`config.mk`:
```
export PLATFORM = sky130hd
export DESIGN_NAME = sedet_sqrt
export DESIGN_NICKNAME = d
export VERILOG_FILES = /design/src/rtl/sedet_pkg.sv /design/src/rtl/sedet_sqrt.sv
export SDC_FILE = /design/constraint.sdc
export NUM_CORES = 1
export LEC_CHECK = 0
export BUFFER_PORTS_ARGS = -buffer_cell sky130_fd_sc_hd__buf_4
export CAP_MARGIN = 5
export CORE_MARGIN = 2
export CORE_UTILIZATION = 60
export CTS_BUF_LIST = sky130_fd_sc_hd__clkbuf_8
export CTS_CLUSTER_DIAMETER = 50
export CTS_CLUSTER_SIZE = 16
export DETAILED_ROUTE_END_ITERATION = 8
export PLACE_DENSITY = 0.78
export SYNTH_ARGS = -nofsm -noshare
export SYNTH_HDL_FRONTEND = slang
export SYNTH_SLANG_ARGS = --single-unit
```
`constraint.sdc`:
```
create_clock -name i_clk -period 10.7 [get_ports i_clk]
set_clock_uncertainty 0.15 [all_clocks]
set_input_delay 0.535 -clock i_clk [delete_from_list [all_inputs] [get_ports i_clk]]
set_output_delay 0.535 -clock i_clk [all_outputs]
set_load 0.02 [all_outputs]
```
`src/rtl/sedet_pkg.sv`:
```
package sedet_pkg;

    // configuration register indexes
    localparam logic [2:0] REG_CHANNELS = 3'd0;
    localparam logic [2:0] REG_MID_SIDE = 3'd1;
    localparam logic [2:0] REG_SOURCE   = 3'd2;
    localparam logic [2:0] REG_MODE     = 3'd3;
    localparam logic [2:0] REG_WINDOW   = 3'd4;
    localparam logic [2:0] REG_GAIN     = 3'd5;
    localparam logic [2:0] REG_TAU      = 3'd6;

    localparam int CFG_IDX_BITS  = 3;
    localparam int CFG_DATA_BITS = 16;
    localparam int WIN_BITS      = 13;
    localparam int COEF_BITS     = 16;
    localparam int GAIN_FRAC     = 12;
    localparam int LP_FRAC       = 16;

    // envelope modes
    localparam logic [1:0] MODE_PEAK = 2'd0;
    localparam logic [1:0] MODE_LP   = 2'd1;
    localparam logic [1:0] MODE_AVG  = 2'd2;
    localparam logic [1:0] MODE_RMS  = 2'd3;

    // source select
    localparam logic [1:0] SRC_LEFT  = 2'd0;
    localparam logic [1:0] SRC_RIGHT = 2'd1;
    localparam logic [1:0] SRC_MID   = 2'd2;
    localparam logic [1:0] SRC_SIDE  = 2'd3;

    localparam logic [1:0] CH_MONO   = 2'd1;
    localparam logic [1:0] CH_STEREO = 2'd2;

    // reset values
    localparam logic [1:0]           RST_CHANNELS = CH_STEREO;
    localparam logic                 RST_MID_SIDE = 1'b0;
    localparam logic [1:0]           RST_SOURCE   = SRC_MID;
    localparam logic [1:0]           RST_MODE     = MODE_RMS;
    localparam logic [WIN_BITS-1:0]  RST_WINDOW   = '0;
    localparam logic [COEF_BITS-1:0] RST_GAIN     = 16'd4096;
    localparam logic [COEF_BITS-1:0] RST_TAU      = 16'd65535;

    // status of an iterative unit
    typedef struct packed {
        logic busy;
        logic done;
    } t_unit_sts;

endpackage

```
`src/rtl/sedet_sqrt.sv`:
```
module sedet_sqrt
    import sedet_pkg::*;
#(
    parameter int W = 58
) (
    input  logic                   i_clk,
    input  logic                   i_rst_n,
    input  logic                   i_start,
    input  logic [W-1:0]           i_value,
    output t_unit_sts              o_sts,
    output logic [(W+1)/2-1:0]     o_root
);

    localparam int STEPS = (W + 1) / 2;
    localparam int RW    = 2 * STEPS + 1;
    localparam int CNTW  = $clog2(STEPS + 1);

    logic [RW-1:0]   r_v;
    logic [RW-1:0]   r_res;
    logic [RW-1:0]   r_bit;
    logic [CNTW-1:0] r_cnt;
    logic            r_busy;
    logic            r_done;

    logic [RW-1:0] w_trial;
    logic          w_ge;

    // bit-by-bit root, one result bit per cycle
    assign w_trial = r_res + r_bit;
    assign w_ge    = r_v >= w_trial;

    always_ff @(posedge i_clk) begin
        if (!i_rst_n) begin
            r_busy <= 1'b0;
            r_done <= 1'b0;
            r_cnt  <= '0;
        end else begin
            r_done <= 1'b0;
            if (i_start) begin
                r_busy <= 1'b1;
                r_cnt  <= CNTW'(STEPS);
            end else if (r_busy) begin
                r_cnt <= r_cnt - 1'b1;
                if (r_cnt == CNTW'(1)) begin
                    r_busy <= 1'b0;
                    r_done <= 1'b1;
                end
            end
        end
    end

    always_ff @(posedge i_clk) begin
        if (i_start) begin
            r_v   <= RW'(i_value);
            r_res <= '0;
            r_bit <= RW'(1) << (2 * (STEPS - 1));
        end else if (r_busy) begin
            if (w_ge) begin
                r_v   <= r_v - w_trial;
                r_res <= (r_res >> 1) + r_bit;
            end else begin
                r_res <= r_res >> 1;
            end
            r_bit <= r_bit >> 2;
        end
    end

    assign o_sts.busy = r_busy;
    assign o_sts.done = r_done;
    assign o_root     = r_res[STEPS-1:0];

endmodule
```
After elaboration in Yosys (flattened, before gate mapping)
Index checks and enable logic that the tools add are counted.
{"block": "word_totals", "elab_cells": 32, "ff_bits": 154, "out_inout_bits": 31, "input_bits": 61}
{"block": "op_classes", "n_bitwise": 2, "add_sub_neg": 4, "order_cmp": 1, "n_eq_ne": 1, "n_mux": 10, "n_reduce_logical": 6}
{"op": "$mux 58", "n": 3}
{"op": "$add 58x57->59", "n": 1}
{"op": "$add 59x57->59", "n": 1}
{"op": "$ge 59x59->1", "n": 1}
{"op": "$mux 59", "n": 1}
{"op": "$sub 59x59->59", "n": 1}
{"op": "$mux 5", "n": 2}
{"op": "$eq 5x1->1 const B", "n": 1}
{"op": "$sub 5x1->5 const B", "n": 1}
{"op": "$mux 1", "n": 4}
{"op": "$reduce_and 2->1", "n": 2}
{"op": "$reduce_bool 2->1", "n": 2}
{"op": "$reduce_or 3->1", "n": 1}
{"op": "$not 1->1", "n": 2}
{"op": "$reduce_or 2->1", "n": 1}

Longest topological paths before layout
Gate-level depths: netlist of the first run.
{"block": "depth", "ltp_word": 5, "mapped_depth": 24, "mapped_depth_nobuf": 21}

Worst setup path before layout of the first run
OpenSTA, ideal clock, no wires.
{"block": "synth_path", "path_type": "register to register", "start": "reg r_res[4]", "end": "reg r_v[0] (enable)", "required_ps": 9996, "stages_incl_launch_ff": 22, "setup_slack_ps": 1571, "setup_ps": 554, "period_less_slack_ps": 9129, "n_path_buf": 3, "arrival_time_ps": 8425, "cell_sequence": "dfxtp_1 -> ha_1 -> a21oi_1 -> nor2_1 -> o311a_1 -> o2111ai_1 -> a21oi_1 -> or3b_1 -> clkbuf_1 -> a21oi_1 -> o21bai_1 -> xnor2_1 -> ha_1 -> clkbuf_1 -> nand4_1 -> nor4_1 -> nand2_1 -> o31a_1 -> o21ai_1 -> buf_2 -> nor2_2 -> o21ai_0"}
{"block": "synth_via", "elab_chain_cells": 4}
{"item": "from (decl)", "line": "sedet_sqrt.sv:19", "text": "logic [RW-1:0] r_res;"}
{"item": "from (signal assigned)", "line": "sedet_sqrt.sv:60", "text": "r_res <= (r_res >> 1) + r_bit;"}
{"item": "from (signal assigned)", "line": "sedet_sqrt.sv:62", "text": "r_res <= r_res >> 1;"}
{"item": "$add 59x57->59", "line": "sedet_sqrt.sv:29", "text": "assign w_trial = r_res + r_bit;"}
{"item": "$ge 59x59->1", "line": "sedet_sqrt.sv:30", "text": "assign w_ge = r_v >= w_trial;"}
{"item": "$reduce_bool 2->1 (no line)"}
{"item": "$reduce_and 2->1 (no line)"}
{"item": "to (signal assigned)", "line": "sedet_sqrt.sv:54", "text": "r_v <= RW'(i_value);"}
{"item": "to (signal assigned)", "line": "sedet_sqrt.sv:59", "text": "r_v <= r_v - w_trial;"}
{"item": "to (decl)", "line": "sedet_sqrt.sv:18", "text": "logic [RW-1:0] r_v;"}
Every way passes these cells.
A chain may end at the register's enable or synchronous reset.

Worst setup path after layout of the first run
{"block": "layout_path", "start": "reg r_res[4]", "end": "reg r_v[51] (enable)"}
Same word-level chain as after synthesis.

==> impl_metrics.ini, run 1 <==
[yosys]
synthArstFlopShare = 0
ys.flop_type = dfxtp_1
syn_area_per_cell_sq_um = 7.84
seq_area_frac_synth = 0.246
syn-cell-area_sq_mm = 0.0149
yosysUniqueCellTypes = 90
yosysTopAreaCellShare = 0.129
synth.area.top_cells = dfxtp_1, edfxtp_1, ha_1
yosys.area.top_type = dfxtp_1
synth_nets = 2083
synth_warnings = 0
ys_seq_elements = 154
syn_inst = 1900
synth_enable_flop_cells = 58

[place]
dpl_cell_area_sq_mm = 0.0154
gp_congestion = 0.961
hpwlAfterDp_microns = 33700
io_buffers = 91

[cts]
cts_buffer_depth = 2
tritoncts = built
clkLatencyLatePin_ns = 0.50
cts_setup_buffers = 0
cts_inserted_buffers = 17
cts_max_level = 4
clockRootBuffer = clkbuf_8
cts.sinks = 154
hold_buffers = 0
clkSlewWorstSetupHoldPaths_ns = 0.11
cts_repair_resize_count = 0

[power]
power_density_mw_per_mm2 = 240
static-leakage-power_nw = 6.06
ir_worst_vdd_v = 0.000165

[setup_path]
rr_endpoint = r_v[51]
timing.rr.start = r_res[4]
worst-path-stages = 20
max_stage_delay_ns = 0.62
worstRegToRegCells = 20
startpoint_type = register
crit_top_cell = a21oi_1
ff2ff_setup_slack_ns = 3.79
cpMaxStageDelayCell = buf_4
critPathMaxFanout = 58
critical_path_arrival_ns = 6.87
worstPathRequired_ns = 10.66
crit_family = compound AO/OA/AOI/OAI gates
crit_path_end_kind = register
criticalPathCategory = reg2reg
crit_start = r_res[4]
path_buf_inv = 2
crit_chain = ha_1 > a21oi_1 > nor2_1 > o311a_1 > o2111ai_1 > a21oi_1 > or3b_1 > a21oi_1 > o21bai_1 > xnor2_1 > ha_1 > nand2_1 > o21ai_1 > a21oi_1 > o21ai_0 > inv_1 > o21ai_4 > nor2_2 > o21ai_4 > buf_4

[global_route]
overflow = 0
grt_antenna_before_repair = 0
grt_max_degree = 94
grt_pass1_wl_microns = 74600
grt_pass1_vias = 14100
grt_usage = 0.354

[layout]
antennaDiodeCount = 0
finalNetCount = 2044
drive_above_1_share = 0.100
layout_common_cells = nand2_1, o21ai_0, ha_1
final_area_sq_mm = 0.0157
area_growth_pct = 5.53
final_common_cell = nand2_1

[flow_run]
drv_cap = 0

[floorplanning]
ios = 92
core_sq_mm = 0.0243
die_x_microns = 162
dieArea_sq_mm = 0.0261
initial_utilization = 0.613
die_height_microns = 162
placementRows = 57

[routing]
vias_per_cell = 6.86
drtPass1Iterations = 6
drtIter0Drc = 1616
route.detailed.drc = 0
wire_per_inst_microns = 21.1
ant_nets = 0
vias = 15100
wirelength_microns = 46400

[sta]
fmax_mhz = 145
fin_setup_tns_ns = 0
period_share = 0.646
worstMarginPinSlew_ns = 1.15
setup_viol = 0
rsz0062_at_grt = false
slew_viol_final = 0
min_period_ns = 6.91
hold_viol_final = 0
slew_headroom = 0.229

[hold_path]
hold_depth = 3
hold_start = i_value[37]
holdPathEnd = r_v[37]
min_path_type = in2reg

[run_status]
outcome = completed
## worst reg2reg max path, cell delays in order, from the launching register on
cell and delay [ns]:
dfxtp_1 0.52, ha_1 0.32, a21oi_1 0.24, nor2_1 0.08, o311a_1 0.35, o2111ai_1 0.38, a21oi_1 0.14, or3b_1 0.48
a21oi_1 0.30, o21bai_1 0.13, xnor2_1 0.18, ha_1 0.47, nand2_1 0.11, o21ai_1 0.25, a21oi_1 0.12, o21ai_0 0.31
inv_1 0.15, o21ai_4 0.60, nor2_2 0.33, o21ai_4 0.19, buf_4 0.62
## through the flow
stage	power [mW]	hold WS (ns)	cells	setup slack, ns	utilization
floorplan	2.70	0.319	1900	1.57	-
global placement	3.23	0.339	2166	4.21	0.631
detailed placement	3.27	0.367	2166	4.02	0.631
CTS	3.73	0.143	2198	3.96	0.647
global route	4.04	0.152	2198	3.41	0.647
finish	3.78	0.156	2198	3.79	0.647
## layer usage
metal / share of wire / vias up / wire (microns) / global-route usage
met2: 0.46 / 748 / 21500 / 0.581
met3: 0.079 / 155 / 3660 / 0.0621
li1: - / 7083 / - / -
met4: 0.048 / 0 / 2250 / 0.168
met1: 0.41 / 7099 / 19000 / 0.452
met5: 0 / - / 0 / 0
## flip-flops by register name (all words and copies together), names as in the netlist
signal	flops
r_bit	29
r_busy	1
r_cnt	5
r_done	1
r_res	59
r_v	59
## cell type report
type                       instances  area, sq um
clock inverter                    14          129
multi-input combinational       1542        10300
sequential                       154         3670
timing repair buffer             102          769
tap                              324          405
clock buffer                      18          248
fill                            2118         8590
inverter                          44          165
## cells in the mapped netlist, types with 27 or more instances
| library cell | n |
|---|---|
| nand2_1 | 211 |
| o21ai_0 | 138 |
| nor2_1 | 122 |
| ha_1 | 121 |
| a21oi_1 | 114 |
| dfxtp_1 | 96 |
| clkbuf_1 | 92 |
| nand3_1 | 70 |
| xnor2_1 | 64 |
| a31oi_1 | 63 |
| edfxtp_1 | 58 |
| xor2_1 | 57 |
| nand4_1 | 50 |
| nor3_1 | 45 |
| a21o_1 | 44 |
| inv_1 | 44 |
| buf_4 | 33 |
| mux2i_1 | 33 |
| and3_1 | 27 |
## power breakdown
group	switching [mW]	leakage, nW	internal, mW
Sequential	0.144	1.36	0.811
Clock	0.279	0.198	0.177
Combinational	1.48	4.50	0.883
Total	1.91	6.06	1.87
## cells by family after synthesis
family,share of synthesized area
multiplexers,0.0275
XOR/XNOR,0.0711
AND/OR/NAND/NOR,0.211
AO/OA/AOI/OAI,0.279
adder cells (fa/ha/maj),0.103
flip-flops,0.246
buffers and inverters,0.0629
## worst max-delay path by stage
| stage | end | slack (ns) |
|---|---|---|
| after detailed placement | r_v[37] | 4.02 |
| after global placement | r_v[47] | 4.21 |
| after floorplan | r_v[0] | 1.57 |
| final | r_v[51] | 3.79 |
| after global routing | r_v[54] | 3.41 |
| after CTS | r_v[49] | 3.96 |
No activity file was read; power rests on OpenSTA's default activity.
==> run 2: changes to the inputs <==
==> constraint.sdc (replaced) <==
create_clock -name i_clk -period 6.5 [get_ports i_clk]
set_clock_uncertainty 0.15 [all_clocks]
set_input_delay 0.325 -clock i_clk [delete_from_list [all_inputs] [get_ports i_clk]]
set_output_delay 0.325 -clock i_clk [all_outputs]
set_load 0.02 [all_outputs]
==> run 2 against run 1 <==
  * Fmax up 17%
  * Cell count up 3.1%
  * Core utilization up 2.8 points
  * Global-route usage up 0.45 points
  * Critical path type unchanged
  * Sequential share of layout area down 0.98 points
  * Largest power group unchanged
  * Critical path depth down 2
  * Combinational power up 70%
  * Hold slack worse by 0.15 ns
  * Total power up 69%
  * Setup slack worse by 3.2 ns
==> impl_metrics.ini, run 2 (same netlist as run 1, synthesis figures left out) <==
[routing]
drtPass1Iterations = 6
wire_per_inst_microns = 21.1
drtIter0Drc = 1827
ant_nets = 0
wirelength_microns = 47700
route.detailed.drc = 0
vias = 15600
vias_per_cell = 6.87

[global_route]
overflow = 0
grt_pass1_vias = 14500
grt_antenna_before_repair = 1
grt_usage = 0.358
grt_pass1_wl_microns = 75400
grt_max_degree = 79

[power]
p_sw_frac = 0.491
power.share.combinational = 0.628
static-leakage-power_nw = 6.38
power.share.clock = 0.129
ir_worst_vdd_v = 0.000253
cell_internal_pwr_mw = 3.26
power_switching_mw = 3.14
p_seq_frac = 0.243
power_density_mw_per_mm2 = 390

[setup_path]
cpMaxStageDelayCell = nor3_1
max_stage_delay_ns = 0.60
crit_path_end_kind = register
crit_chain = ha_1 > nand2_1 > nor3_1 > nand4_1 > a31oi_1 > o21ai_0 > a21oi_1 > o21ai_0 > a21boi_0 > xnor2_1 > ha_1 > and3_1 > nand2_1 > nor3_1 > o21a_2 > buf_4 > nor4_1 > a2111oi_2
startpoint_type = register
critical_path_arrival_ns = 6.10
critPathMaxFanout = 49
criticalPathCategory = reg2reg
worstPathRequired_ns = 6.72

[flow_run]
drv_cap = 0

[place]
dp_cells = 2186
io_buffers = 91
gp_congestion = 0.958
hpwlAfterDp_microns = 34400
dpl_cell_area_sq_mm = 0.0155

[layout]
layout_common_cells = nand2_1, o21ai_0, ha_1
drive_above_1_share = 0.106
final_common_cell = nand2_1
n_fill_cell = 2079
final_cells = 2266
multi_input_area_sq_mm = 0.0103
regArea_sq_mm = 0.00367
final_area_sq_mm = 0.0164
area_growth_pct = 10.1
biggestRegsByFlops = r_res x59, r_v x59, r_bit x29
finalNetCount = 2111

[hold_path]
min_path_type = in2reg

[sta]
worstMarginPinSlew_ns = 1.10
hold_viol_final = 0
slew_viol_final = 0
fin_setup_tns_ns = 0
period_share = 0.906
min_period_ns = 5.89
setup_viol = 0
rsz0062_at_grt = false
fmax_mhz = 170
slew_headroom = 0.262

[cts]
cts_setup_buffers = 0
cts_repair_resize_count = 0
clockRootBuffer = clkbuf_8
clkLatencyLatePin_ns = 0.49
clkSlewWorstSetupHoldPaths_ns = 0.09
tritoncts = built
hold_buffers = 46
cts_inserted_buffers = 17
cts_max_level = 4
cts.sinks = 154
cts_buffer_depth = 2

[floorplanning]
die_height_microns = 162
core_sq_mm = 0.0243
die_x_microns = 162
ios = 92
initial_utilization = 0.613
dieArea_sq_mm = 0.0261
placementRows = 57

[run_status]
outcome = completed
## run 2: changes by cell type in the layout (fill, tap and decap cells not counted)
cell	delta
dlygate4sd3_1	+47
buf_4	+18
bufinv_16	+3
clkinvlp_4	+3
inv_6	-3
buf_12	+2
inv_1	+2
inv_8	-2
clkinv_2	-1
clkinv_8	-1
diode_2	+1
inv_4	-1
nor2_2	+1
nor2_4	-1
## run 2: through the flow
step | utilization | setup slack, ns | total power [mW] | hold WS [ns]
after floorplan | - | 0.0591 | 4.43 | 0.319
after global placement | 0.638 | 0.850 | 5.37 | 0.339
after detailed placement | 0.638 | 0.784 | 5.43 | 0.344
after CTS | 0.674 | 0.720 | 6.29 | 0.00215
after global routing | 0.675 | 0.171 | 6.79 | 0.00379
final | 0.675 | 0.612 | 6.40 | 0.00875
## run 2: power groups by stage
stage	sequential (mW)	combinational, mW	clock (mW)
global placement	1.56	3.81	0
global route	1.57	4.36	0.859
finish	1.55	4.02	0.826
CTS	1.54	3.92	0.828
floorplan	1.46	2.97	0
detailed placement	1.56	3.87	0
## run 2: per-layer routing
layer	GRT usage	vias up	part of all wire
li1	-	7225	-
met1	0.451	7270	0.40
met2	0.595	908	0.46
met3	0.0621	175	0.085
met4	0.175	0	0.052
met5	0	-	0
## run 2: area by class of cell
class                   instances  area share
multi-input cells            1542       0.630
clock buffers                  18      0.0151
repair buffers                169      0.0862
clock inverters                14      0.0105
inverters                      44      0.0101
diodes                          1    0.000152
well taps                     324      0.0247
flip-flops and latches        154       0.223
## run 2: final timing paths
path	start	endpoint	slack (ns)	depth (start not counted)
hold / removal	i_value[22]	r_v[22]	0.009	3
hold reg to reg	r_cnt[1]	r_cnt[1]	0.36	2
setup / recovery	r_bit[22]	r_res[40]	0.61	18
setup reg to reg	r_bit[22]	r_res[40]	0.61	18
## run 2: worst max-delay path, delay by kind of cell, from the launching register on
family | cells | cell delay, ns
adder cells (fa/ha/maj) | 2 | 0.79
AO/OA/AOI/OAI | 7 | 1.82
buffers and inverters | 1 | 0.49
XOR/XNOR | 1 | 0.12
AND/OR/NAND/NOR | 7 | 2.02
flip-flops | 1 | 0.38
