### src/rtl/sedet_pkg.sv
package sedet_pkg;

    // configuration register indexes
    localparam logic [2:0] REG_CHANNELS = 3'd0;
    localparam logic [2:0] REG_MID_SIDE = 3'd1;
    localparam logic [2:0] REG_SOURCE   = 3'd2;
    localparam logic [2:0] REG_MODE     = 3'd3;
    localparam logic [2:0] REG_WINDOW   = 3'd4;
    localparam logic [2:0] REG_GAIN     = 3'd5;
    localparam logic [2:0] REG_TAU      = 3'd6;

    localparam int CFG_IDX_BITS  = 3;
    localparam int CFG_DATA_BITS = 16;
    localparam int WIN_BITS      = 13;
    localparam int COEF_BITS     = 16;
    localparam int GAIN_FRAC     = 12;
    localparam int LP_FRAC       = 16;

    // envelope modes
    localparam logic [1:0] MODE_PEAK = 2'd0;
    localparam logic [1:0] MODE_LP   = 2'd1;
    localparam logic [1:0] MODE_AVG  = 2'd2;
    localparam logic [1:0] MODE_RMS  = 2'd3;

    // source select
    localparam logic [1:0] SRC_LEFT  = 2'd0;
    localparam logic [1:0] SRC_RIGHT = 2'd1;
    localparam logic [1:0] SRC_MID   = 2'd2;
    localparam logic [1:0] SRC_SIDE  = 2'd3;

    localparam logic [1:0] CH_MONO   = 2'd1;
    localparam logic [1:0] CH_STEREO = 2'd2;

    // reset values
    localparam logic [1:0]           RST_CHANNELS = CH_STEREO;
    localparam logic                 RST_MID_SIDE = 1'b0;
    localparam logic [1:0]           RST_SOURCE   = SRC_MID;
    localparam logic [1:0]           RST_MODE     = MODE_RMS;
    localparam logic [WIN_BITS-1:0]  RST_WINDOW   = '0;
    localparam logic [COEF_BITS-1:0] RST_GAIN     = 16'd4096;
    localparam logic [COEF_BITS-1:0] RST_TAU      = 16'd65535;

    // status of an iterative unit
    typedef struct packed {
        logic busy;
        logic done;
    } t_unit_sts;

endpackage

### src/rtl/sedet_div.sv
module sedet_div
    import sedet_pkg::*;
#(
    parameter int W  = 58,
    parameter int DW = 13
) (
    input  logic         i_clk,
    input  logic         i_rst_n,
    input  logic         i_start,
    input  logic [W-1:0] i_dividend,
    input  logic [DW-1:0] i_divisor,
    output t_unit_sts    o_sts,
    output logic [W-1:0] o_quot
);

    localparam int CNTW = $clog2(W + 1);

    logic [DW-1:0]   r_rem;
    logic [W-1:0]    r_q;
    logic [DW-1:0]   r_div;
    logic [CNTW-1:0] r_cnt;
    logic            r_busy;
    logic            r_done;

    logic [DW:0]   w_t;
    logic [DW:0]   w_diff;
    logic          w_ge;
    logic [DW-1:0] n_rem;

    // restoring division, one quotient bit per cycle
    assign w_t    = {r_rem, r_q[W-1]};
    assign w_ge   = w_t >= {1'b0, r_div};
    assign w_diff = w_t - {1'b0, r_div};
    assign n_rem  = w_ge ? w_diff[DW-1:0] : w_t[DW-1:0];

    always_ff @(posedge i_clk) begin
        if (!i_rst_n) begin
            r_busy <= 1'b0;
            r_done <= 1'b0;
            r_cnt  <= '0;
        end else begin
            r_done <= 1'b0;
            if (i_start) begin
                r_busy <= 1'b1;
                r_cnt  <= CNTW'(W);
            end else if (r_busy) begin
                r_cnt <= r_cnt - 1'b1;
                if (r_cnt == CNTW'(1)) begin
                    r_busy <= 1'b0;
                    r_done <= 1'b1;
                end
            end
        end
    end

    always_ff @(posedge i_clk) begin
        if (i_start) begin
            r_q   <= i_dividend;
            r_rem <= '0;
            r_div <= i_divisor;
        end else if (r_busy) begin
            r_rem <= n_rem;
            r_q   <= {r_q[W-2:0], w_ge};
        end
    end

    assign o_sts.busy = r_busy;
    assign o_sts.done = r_done;
    assign o_quot     = r_q;

endmodule

### config.mk
export PLATFORM = sky130hd
export DESIGN_NAME = sedet_div
export DESIGN_NICKNAME = d
export VERILOG_FILES = /design/src/rtl/sedet_pkg.sv /design/src/rtl/sedet_div.sv
export SDC_FILE = /design/constraint.sdc
export NUM_CORES = 1
export LEC_CHECK = 0
export BUFFER_PORTS_ARGS = -buffer_cell sky130_fd_sc_hd__buf_4
export CORE_AREA = 5 5 106 108
export CTS_CLUSTER_DIAMETER = 80
export DETAILED_ROUTE_END_ITERATION = 12
export DIE_AREA = 0 0 111 113
export GPL_ROUTABILITY_DRIVEN = 0
export PLACE_DENSITY = 0.73
export SYNTH_ARGS = -nofsm -noshare
export SYNTH_HDL_FRONTEND = slang
export SYNTH_SLANG_ARGS = --single-unit
### constraint.sdc
create_clock -name i_clk -period 2.4 [get_ports i_clk]
set_input_delay 0.24 -clock i_clk [delete_from_list [all_inputs] [get_ports i_clk]]
set_output_delay 0.24 -clock i_clk [all_outputs]
set_load 0.005 [all_outputs]
**Word-level counts from Yosys, hierarchy flattened**

Index checks and enable logic that the tools add are counted.

- Flip-flop bits (word level): 92

- Add/sub/neg operators: 2
- Magnitude comparators: 1
- Eq/ne operators: 1
- Multiplexer cells: 9
- Bitwise logic cells: 2
- Reductions and logical operators: 3

Operators by type and width:

| cell | number |
|---|---|
| $mux W58 | 2 |
| $ge A14 B13 Y1 | 1 |
| $mux W13 | 1 |
| $sub A13 B13 Y13 | 1 |
| $mux W6 | 2 |
| $eq A6 B1 Y1 const B | 1 |
| $sub A6 B1 Y6 const B | 1 |
| $mux W1 | 4 |
| $reduce_or A3 Y1 | 1 |
| $not A1 Y1 | 2 |
| $reduce_bool A2 Y1 | 1 |
| $reduce_or A2 Y1 | 1 |

**Logic depth before layout (Yosys ltp)**

Gate-level depths: netlist of run 1.

- Depth after elaboration: 4
- Gate-level depth with buffers: 11

**Worst setup path before layout of run 1**

Ideal clock, no wire load.

- Path type: flip-flop to flip-flop
- From: register r_q[57] (netlist: o_quot[57])
- To: register r_rem[10]
- Setup time: 137 ps
- Arrival time: 2518 ps
- Data required time: 2263 ps
- Slack: -256 ps
- Cell stages (with the launch flop): 12
- Buffers on the path: 1
- Clock period less this slack: 2656 ps
- Path through: edfxtp_1 > inv_1 > ha_1 > inv_1 > fa_1 > a21o_1 > a221oi_4 > o211ai_2 > a41oi_4 > buf_8 > mux2i_1 > a211oi_1

- Cells in the longest elaborated chain, start to end: 2
- Elaborated cells between the ends (all ways): 3
- Those cells by class: 1 x add/sub; 1 x order compare; 1 x mux

Ends and longest elaborated chain:

| item | line | text |
|---|---|---|
| start, declared | sedet_div.sv:19 | `logic [W-1:0] r_q;` |
| start signal, assigned | sedet_div.sv:58 | `r_q <= i_dividend;` |
| start signal, assigned | sedet_div.sv:63 | `r_q <= {r_q[W-2:0], w_ge};` |
| $sub A13 B13 Y13 or $ge A14 B13 Y1 (tied branches) | sedet_div.sv:33, sedet_div.sv:32 |  |
| $mux W13 * | sedet_div.sv:34 | `assign n_rem = w_ge ? w_diff[DW-1:0] : w_t[DW-1:0];` |
| end signal, assigned | sedet_div.sv:62 | `r_rem <= n_rem;` |
| end, declared | sedet_div.sv:18 | `logic [DW-1:0] r_rem;` |

Every way passes the cells marked *; elsewhere a longest branch is shown, timed or not.
A chain may end at the register's enable or synchronous reset.

**Worst setup path in the final report of run 1**

- From: register r_q[57] (netlist: o_quot[57])
- To: register r_rem[5]

The elaborated chain is that of the path after synthesis.

==> results of run 1 <==
## routing by layer
layer  up-vias  part of all wire [%]  routed length, µm  GRT usage [%]
met5         -                     0                  0              0
met4         0                   1.7                182           6.57
met1      1500                    42               4400           20.7
met2       117                    46               4800           25.4
met3        12                    11               1130           7.54
li1       1541                     -                  -              -
## flip-flops by register name (all words and copies together), names as in the netlist
signal and count:
r_rem 13, r_cnt 6, r_div 13, r_done 1
r_busy 1, o_quot 58
## cells in the mapped netlist, types with 3 or more instances
cell	count
edfxtp_1	71
mux2_2	57
dfxtp_1	21
inv_1	20
nor2_1	18
ha_1	15
clkbuf_1	13
nand2_1	12
xnor2_1	12
a21oi_1	11
mux2i_1	9
a211oi_1	8
a21o_1	7
a31oi_1	4
and4_1	4
nor2b_1	4
nor3_1	4
a21boi_0	3
a311oi_1	3
o21ai_0	3
or2_2	3
## area by class of cell
| cell class | instances | area, µm² | share of cell area (%) |
|---|---|---|---|
| clock buffer | 12 | 135 | 2.26 |
| clock inverter | 4 | 50.0 | 0.839 |
| inverter | 20 | 75.1 | 1.26 |
| multi-input combinational | 205 | 1810 | 30.3 |
| sequential | 92 | 2550 | 42.8 |
| tap | 136 | 170 | 2.85 |
| timing repair buffer | 153 | 1180 | 19.7 |
## report_power, final
| group | leakage (nW) | switching, mW | total (mW) | internal [mW] |
|---|---|---|---|---|
| combinational | 1.56 | 0.427 | 0.968 | 0.542 |
| sequential | 0.884 | 0.0920 | 2.00 | 1.90 |
| clock | 0.0882 | 0.533 | 1.02 | 0.482 |
## worst max path at each step
stage / startpoint / endpoint / slack [ns] / cells past startpoint
after detailed placement: o_quot[57] / r_rem[11] / -0.09 / 11
final: o_quot[57] / r_rem[5] / -0.07 / 11
after global routing: o_quot[57] / r_rem[5] / -0.27 / 11
after floorplan: o_quot[57] / r_rem[10] / -0.09 / 11
after global placement: o_quot[57] / r_rem[2] / -0.04 / 11
after CTS: o_quot[57] / r_rem[2] / -0.06 / 11
## critical path: stages (launching register included)
cell	delay (ns)
edfxtp_1	0.40
inv_1	0.07
ha_2	0.19
inv_2	0.04
fa_2	0.34
a21o_1	0.22
a221oi_4	0.27
o211ai_2	0.14
a41oi_4	0.22
buf_6	0.18
mux2i_1	0.18
a211oi_1	0.08
## stage by stage
| stage | setup TNS, ns | instances | area [µm²] | setup WS [ns] | util [%] |
|---|---|---|---|---|---|
| after floorplan | -0.685 | 335 | 4500 | -0.0859 | - |
| after global placement | -0.147 | 599 | 5680 | -0.0379 | 56.1 |
| after detailed placement | -0.701 | 599 | 5680 | -0.0896 | 56.1 |
| after CTS | -0.560 | 619 | 5930 | -0.0628 | 58.5 |
| after global routing | -2.76 | 622 | 5970 | -0.266 | 58.9 |
| final | -0.752 | 622 | 5970 | -0.0725 | 58.9 |
## kinds of logic after synthesis
group                    Yosys count  synth area share, %
AO/OA/AOI/OAI                     53                 9.60
adder cells (fa/ha/maj)           16                 4.62
flip-flops                        92                 56.8
XOR/XNOR                          14                 2.73
multiplexers                      66                 16.3
buffers and inverters             38                 3.76
AND/OR/NAND/NOR                   56                 6.21
## repair_timing
item / in CTS / in global routing
setup buffers: 4 / 3
resized for setup: 9 / 4
pin swaps: 4 / 7
setup endpoints to repair: 13 / 14
==> out/metrics.csv, run 1 <==
stage,metric,value,unit
global_route,grt.overflow.total,0,
timing,setup_ws,-0.0725,ns
synth,synth-edff-count,71,
setup_path,cp_max_fo,7,
timing,hold_ws,0.0551,ns
clocking,clk_path_buf_depth,2,
global_route,grt_max_degree,59,
drt,drt-total-wl,10500,µm
placed_design,hpwl,7660,µm
setup_path,rr_worst_depth,11,
timing,tightest_slew,0.460,ns
clocking,clkSlewWorstSetupHoldPaths,0.09,ns
layout,fillers,804,
drt,postRouteAntennaNets,0,
setup_path,rrSetupSlack,-0.07,ns
synth,ys.flop_type,edfxtp_1,
global_route,first_global_vias,3306,
setup_path,start_kind,flop,
run_status,violations,setup timing,
floorplan,die_h,113,µm
pwr,leakage,2.53,nW
clocking,htreeDepth,3,
layout,final_nets,571,
floorplan,core_area,10100,µm²
drt,vias,3170,
drt,drt_iter0_drc,100,
setup_path,critPathRequiredTime,2.63,ns
clocking,cts_sinks,92,
layout,drive_gt1_share,49.8,%
synth,synth_largest_area_cell,edfxtp_1,
clocking,cts_root_buf,clkbuf_8,
setup_path,r2r_end,r_rem[5],
floorplan,pin_count,134,
global_route,grt_pass1_wl,16600,µm
timing,fmax,404,MHz
clocking,cts_hold_repair.buffers,0,
setup_path,crit_type,flop to flop,
pwr,pwr_density_cell,667,nW/µm²
layout,final_common_cell,buf_4,
pwr,vdd_drop_max,432,µV
setup_path,end_kind,flop,
run_status,status,finished with violations,
synth,synth.avg_cell_area,13.4,µm²
pwr,p_total,3.98,mW
synth,synth_seq_area_share,56.8,%
floorplan,row_count,37,
timing,rsz0062_at_grt,yes,
timing,layout_min_cycle_time,2.47,ns
timing,finalSetupViolCount,14,
hold_path,min_to,r_div[8],
synth,async_flop_share,0,%
floorplan,die_area,12500,µm²
synth,mappedNetlistNets,425,
timing,fin_crit_sh,103,%
timing,report.final.slew_viol_count,0,
floorplan,die_w,111,µm
floorplan,start_util,44.3,%
timing,fin_worst_skew,0.0116,ns
drt,wl_per_cell,16.9,µm
clocking,clock_latency,0.36,ns
setup_path,worst-endpoint-arrival,2.70,ns
synth,synth_top_area_share,47.4,%
synth,synth_cell_types,46,
synth,synthTopCellsByArea,"edfxtp_1 47%, mux2_2 14%, dfxtp_1 9.4%",
global_route,antenna_found_initial,0,
synth,ys_ff_latch,92,
layout,final_cell_mix,"148 x buf_4, 71 x edfxtp_1, 57 x mux2_2",
drt,drc,0,
placed_design,port_buffers,133,
drt,drtPass1Iterations,4,
synth,syn_inst,335,
clocking,cts_tree,done,
timing,max_slew_margin,69.1,%
layout,area_delta_synth_final,32.8,%
timing,hold_viol,0,
drt,via_per_inst,5.10,
clocking,cts_buffers,9,
setup_path,r2r-start,o_quot[57],
synth,yosys_warnings,0,
hold_path,hold-path-cell-count,1,
hold_path,hold_path.class,input pin to flop,
layout,antenna_cells,0,
global_route,grtUsageTotal,16.7,%
hold_path,min-delay-start,i_divisor[8],
synth,syn-cell-area,4490,µm²
flow_run,drv_cap,0,
(Power assumes the default switching activity.)
==> run 2: changes to the inputs <==
CORE_AREA = 5 5 104 106   (was 5 5 106 108)
DIE_AREA = 0 0 109 111   (was 0 0 111 113)
PLACE_DENSITY = 0.76   (was 0.73)
==> out/metrics.csv, run 2 (synthesis gave the netlist of run 1 again) <==
stage,metric,value,unit
run_status,status,finished with violations,
run_status,violations,setup timing,
layout,final_nets,568,
setup_path,path_cells,inv_1 -> ha_2 -> inv_2 -> fa_2 -> a21o_1 -> a221oi_4 -> o211ai_2 -> a41oi_4 -> buf_6 -> mux2i_1 -> a211oi_2,
drt,wl_per_cell,17.0,µm
clocking,clkSlewWorstSetupHoldPaths,0.09,ns
floorplan,die_w,109,µm
drt,drt-total-wl,10500,µm
setup_path,critPathTopFamily,compound AO/OA/AOI/OAI gates,
drt,vias,3169,
timing,report.final.slew_viol_count,0,
timing,fin_worst_skew,0.00975,ns
placed_design,hpwl,7510,µm
layout,area_delta_synth_final,33.2,%
timing,fmax,403,MHz
clocking,cts_tree,done,
floorplan,row_count,36,
setup_path,slowest_delay,0.39,ns
layout,antenna_cells,0,
floorplan,start_util,46.4,%
drt,drc,0,
global_route,antenna_found_initial,0,
layout,final_cell_count_no_fill,616,
placed_design,dpl.cell_count,596,
timing,setup_tns,-0.513,ns
clocking,cts_buffers,9,
floorplan,die_h,111,µm
drt,top_layer,met4,
hold_path,hold-path-cell-count,1,
placed_design,port_buffers,133,
drt,postRouteAntennaNets,0,
drt,met3_length,1090,µm
drt,wl_met2,5270,µm
hold_path,hold_path.class,input pin to flop,
layout,largest_register_ffs,58,
pwr,vdd_drop_max,640,µV
timing,rsz0062_at_grt,yes,
layout,drive_gt1_share,50.1,%
pwr,leakage,2.55,nW
pwr,pwr_density_cell,693,nW/µm²
floorplan,core_area,9680,µm²
global_route,grt.overflow.total,0,
floorplan,pin_count,134,
setup_path,crit_type,flop to flop,
timing,finalSetupViolCount,12,
floorplan,die_area,12100,µm²
timing,setup_ws,-0.0818,ns
layout,final_cell_mix,"146 x buf_4, 71 x edfxtp_1, 57 x mux2_2",
setup_path,rr_worst_depth,11,
drt,drt_iter0_drc,162,
setup_path,r2r-start,o_quot[57],
timing,hold_viol,0,
drt,via_per_inst,5.14,
setup_path,rrSetupSlack,-0.08,ns
timing,max_slew_margin,67.8,%
setup_path,start_kind,flop,
global_route,grtUsageTotal,18.3,%
clocking,cts_root_buf,clkbuf_8,
timing,fin_crit_sh,103,%
timing,tightest_slew,0.479,ns
layout,fillers,778,
setup_path,r2r_end,r_rem[1],
global_route,first_global_vias,3440,
drt,drt-met1-wl,4060,µm
clocking,clock_latency,0.37,ns
clocking,htreeDepth,3,
flow_run,drv_cap,0,
layout,final_common_cell,buf_4,
global_route,grt_pass1_wl,17200,µm
clocking,cts_sinks,92,
setup_path,end_kind,flop,
setup_path,critPathRequiredTime,2.65,ns
clocking,clk_path_buf_depth,2,
setup_path,cp_max_fo,6,
setup_path,path_buf_inv,3,
layout,final_util,61.8,%
setup_path,worst-endpoint-arrival,2.73,ns
hold_path,min-delay-start,i_divisor[5],
clocking,cts_hold_repair.buffers,0,
setup_path,crit_path_top_delay_cell,edfxtp_1,
timing,layout_min_cycle_time,2.48,ns
drt,drtPass1Iterations,4,
hold_path,min_to,r_div[5],
global_route,grt_max_degree,59,
==> run 2: worst max-delay path by stage <==
stage                     from   endpoint  slack [ns]  depth (start not counted)
CTS                 o_quot[57]   r_rem[9]       -0.07                         11
global route        o_quot[57]   r_rem[1]       -0.20                         11
floorplan           o_quot[57]  r_rem[10]       -0.09                         11
finish              o_quot[57]   r_rem[1]       -0.08                         11
global placement    o_quot[57]   r_rem[4]        0.04                         11
detailed placement  o_quot[57]   r_rem[3]       -0.04                         11
==> run 2: through the flow <==
step | power [mW] | hold WS (ns) | worst slack, ns | area (µm²)
after global placement | 2.94 | 0.420 | 0.0450 | 5710
after global routing | 4.37 | 0.00560 | -0.204 | 5980
after CTS | 4.18 | 0.0113 | -0.0721 | 5950
after detailed placement | 2.97 | 0.419 | -0.0361 | 5710
final | 4.15 | 0.0396 | -0.0818 | 5980
after floorplan | 2.54 | 0.339 | -0.0859 | 4500
==> run 2: power breakdown <==
group | leakage (nW) | switching, mW | internal, mW
clock network | 0.114 | 0.587 | 0.593
registers | 0.884 | 0.0882 | 1.90
logic | 1.55 | 0.433 | 0.541
total | 2.55 | 1.11 | 3.04
==> run 2: per-layer routing <==
layer	global-route usage, %	vias to the layer above
li1	-	1536
met1	21.4	1519
met2	29.4	106
met3	8.79	8
met4	5.47	0
met5	0	-
==> run 2: timing repair <==
item,4_1_cts,5_1_grt
setup endpoints to repair,12,14
buffers inserted,1,3
pin swaps,6,0
gates resized for setup,6,3
cloned,0,0
==> run 2: cell type report <==
| cell class | count | area [µm²] | share of cell area (%) |
|---|---|---|---|
| inverters | 20 | 75.1 | 1.25 |
| clock buffers | 9 | 124 | 2.07 |
| multi-input cells | 205 | 1800 | 30.1 |
| clock inverters | 7 | 96.3 | 1.61 |
| repair buffers | 150 | 1170 | 19.5 |
| flip-flops and latches | 92 | 2550 | 42.7 |
| well taps | 133 | 166 | 2.78 |
==> run 2: worst register-to-register path, stage by stage (launching register included) <==
cell,delay (ns)
edfxtp_1,0.39
inv_1,0.07
ha_2,0.18
inv_2,0.04
fa_2,0.33
a21o_1,0.20
a221oi_4,0.26
o211ai_2,0.15
a41oi_4,0.22
buf_6,0.18
mux2i_1,0.22
a211oi_2,0.10
==> run 3: changes to the inputs <==
==> constraint.sdc (replaced) <==
create_clock -name i_clk -period 2.4 [get_ports i_clk]
set_input_delay 0.12 -clock i_clk [delete_from_list [all_inputs] [get_ports i_clk]]
set_output_delay 0.12 -clock i_clk [all_outputs]
set_load 0.005 [all_outputs]
==> out/metrics.csv, run 3 (synthesis gave the netlist of run 1 again) <==
stage,metric,value,unit
pwr,switching_share,27.0,%
drt,vias,3217,
layout,largest_register_ffs,58,
setup_path,path_cells,inv_1 -> ha_2 -> inv_2 -> fa_2 -> a21o_1 -> a221oi_4 -> o211ai_2 -> a41oi_4 -> buf_4 -> nor4_1 -> a311o_1,
clocking,cts_tree,done,
placed_design,place_ws,-0.0680,ns
clocking,cts_buffers,9,
floorplan,start_util,46.4,%
placed_design,port_buffers,133,
floorplan,die_area,12100,µm²
clocking,htreeDepth,3,
run_status,status,finished with violations,
setup_path,critPathRequiredTime,2.64,ns
timing,rsz0062_at_grt,yes,
layout,multi_input_area,1800,µm²
clocking,clk_path_buf_depth,2,
setup_path,crit_type,flop to flop,
floorplan,die_w,109,µm
setup_path,cp_max_fo,5,
setup_path,start_kind,flop,
clocking,clock_latency,0.36,ns
global_route,grt_pass1_wl,16600,µm
global_route,first_global_vias,3364,
setup_path,critPathTopFamily,compound AO/OA/AOI/OAI gates,
global_route,grt_max_degree,59,
layout,final_cell_mix,"144 x buf_4, 71 x edfxtp_1, 57 x mux2_2",
timing,layout_min_cycle_time,2.46,ns
layout,final_common_cell,buf_4,
setup_path,crit_path_top_delay_cell,edfxtp_1,
pwr,combPwrFrac,24.1,%
clocking,clkSlewWorstSetupHoldPaths,0.09,ns
global_route,grt.overflow.total,0,
layout,final_util,62.7,%
global_route,grtUsageTotal,17.3,%
placed_design,hpwl,7530,µm
drt,drt-total-wl,10300,µm
pwr,p_switching,1.08,mW
timing,fmax,406,MHz
run_status,violations,setup timing,
hold_path,hold_path.class,input pin to flop,
drt,via_per_inst,5.13,
flow_run,drv_cap,0,
pwr,intPower,2.94,mW
layout,regArea,2550,µm²
pwr,leakage,2.57,nW
drt,drtPass1Iterations,4,
pwr,pwr_density_cell,662,nW/µm²
layout,drive_gt1_share,48.4,%
layout,area_delta_synth_final,35.2,%
drt,postRouteAntennaNets,0,
timing,fin_worst_skew,0.0126,ns
setup_path,end_kind,flop,
timing,finalSetupViolCount,10,
timing,tightest_slew,0.506,ns
timing,hold_viol,0,
drt,drc,0,
setup_path,slowest_delay,0.39,ns
drt,drt_iter0_drc,100,
timing,report.final.slew_viol_count,0,
timing,max_slew_margin,66.0,%
timing,setup_ws,-0.0620,ns
timing,fin_crit_sh,103,%
floorplan,die_h,111,µm
floorplan,core_area,9680,µm²
layout,final_nets,579,
clocking,cts_root_buf,clkbuf_8,
clocking,cts_sinks,92,
setup_path,worst-endpoint-arrival,2.70,ns
global_route,antenna_found_initial,0,
pwr,pwr-share-clk,26.4,%
layout,fillers,734,
pwr,pwr-share-seq,49.5,%
pwr,vdd_drop_max,380,µV
drt,wl_per_cell,16.4,µm
floorplan,row_count,36,
layout,antenna_cells,0,
setup_path,path_buf_inv,3,
floorplan,pin_count,134,
-- run 3: path summary, 6_finish.rpt --
check	depth (start not counted)	slack [ns]	startpoint	endpoint
setup reg to reg	11	-0.06	o_quot[57]	r_rem[2]
setup / recovery	11	-0.06	o_quot[57]	r_rem[2]
hold reg to reg	2	0.51	r_rem[3]	r_rem[3]
hold / removal	2	0.02	i_rst_n	r_cnt[5]
-- run 3: what timing repair did --
action                                 in CTS  in global routing
gates resized for setup                     1                 10
endpoints found under the hold margin      13                  0
pin swaps                                   0                  3
hold buffers                               13                  0
setup endpoints to repair                   9                 14
buffers inserted                            1                  1
-- run 3: layer usage --
layer,GRT usage [%],part of all wire [%],vias up
li1,-,-,1556
met1,20.5,40,1549
met2,29.2,51,103
met3,7.16,8.6,9
met4,3.79,0.76,0
met5,0,0,-
-- run 3: through the flow --
stage	instance area, µm²	power [mW]	instances	hold WS, ns	setup TNS [ns]
after floorplan	4500	2.54	335	0.219	-0.685
after global placement	5690	2.93	596	0.300	0
after detailed placement	5690	2.96	596	0.300	-0.396
after CTS	6030	4.04	626	0.00128	-0.107
after global routing	6080	4.23	627	0.0213	-1.98
final	6080	4.02	627	0.0172	-0.249
-- run 3: final cells by class --
class / count / share of cell area [%]
Sequential cell: 92 / 42.0
Multi-Input combinational cell: 205 / 29.7
Timing Repair Buffer: 161 / 21.0
Tap cell: 133 / 2.74
Clock buffer: 10 / 2.10
Inverter: 20 / 1.24
Clock inverter: 6 / 1.19
-- run 3: power groups by stage --
stage | logic [mW] | clock network [mW] | registers, mW
after global placement | 0.907 | 0 | 2.02
after floorplan | 0.522 | 0 | 2.02
after global routing | 1.06 | 1.15 | 2.01
after CTS | 0.956 | 1.09 | 1.99
final | 0.970 | 1.06 | 1.99
after detailed placement | 0.931 | 0 | 2.03
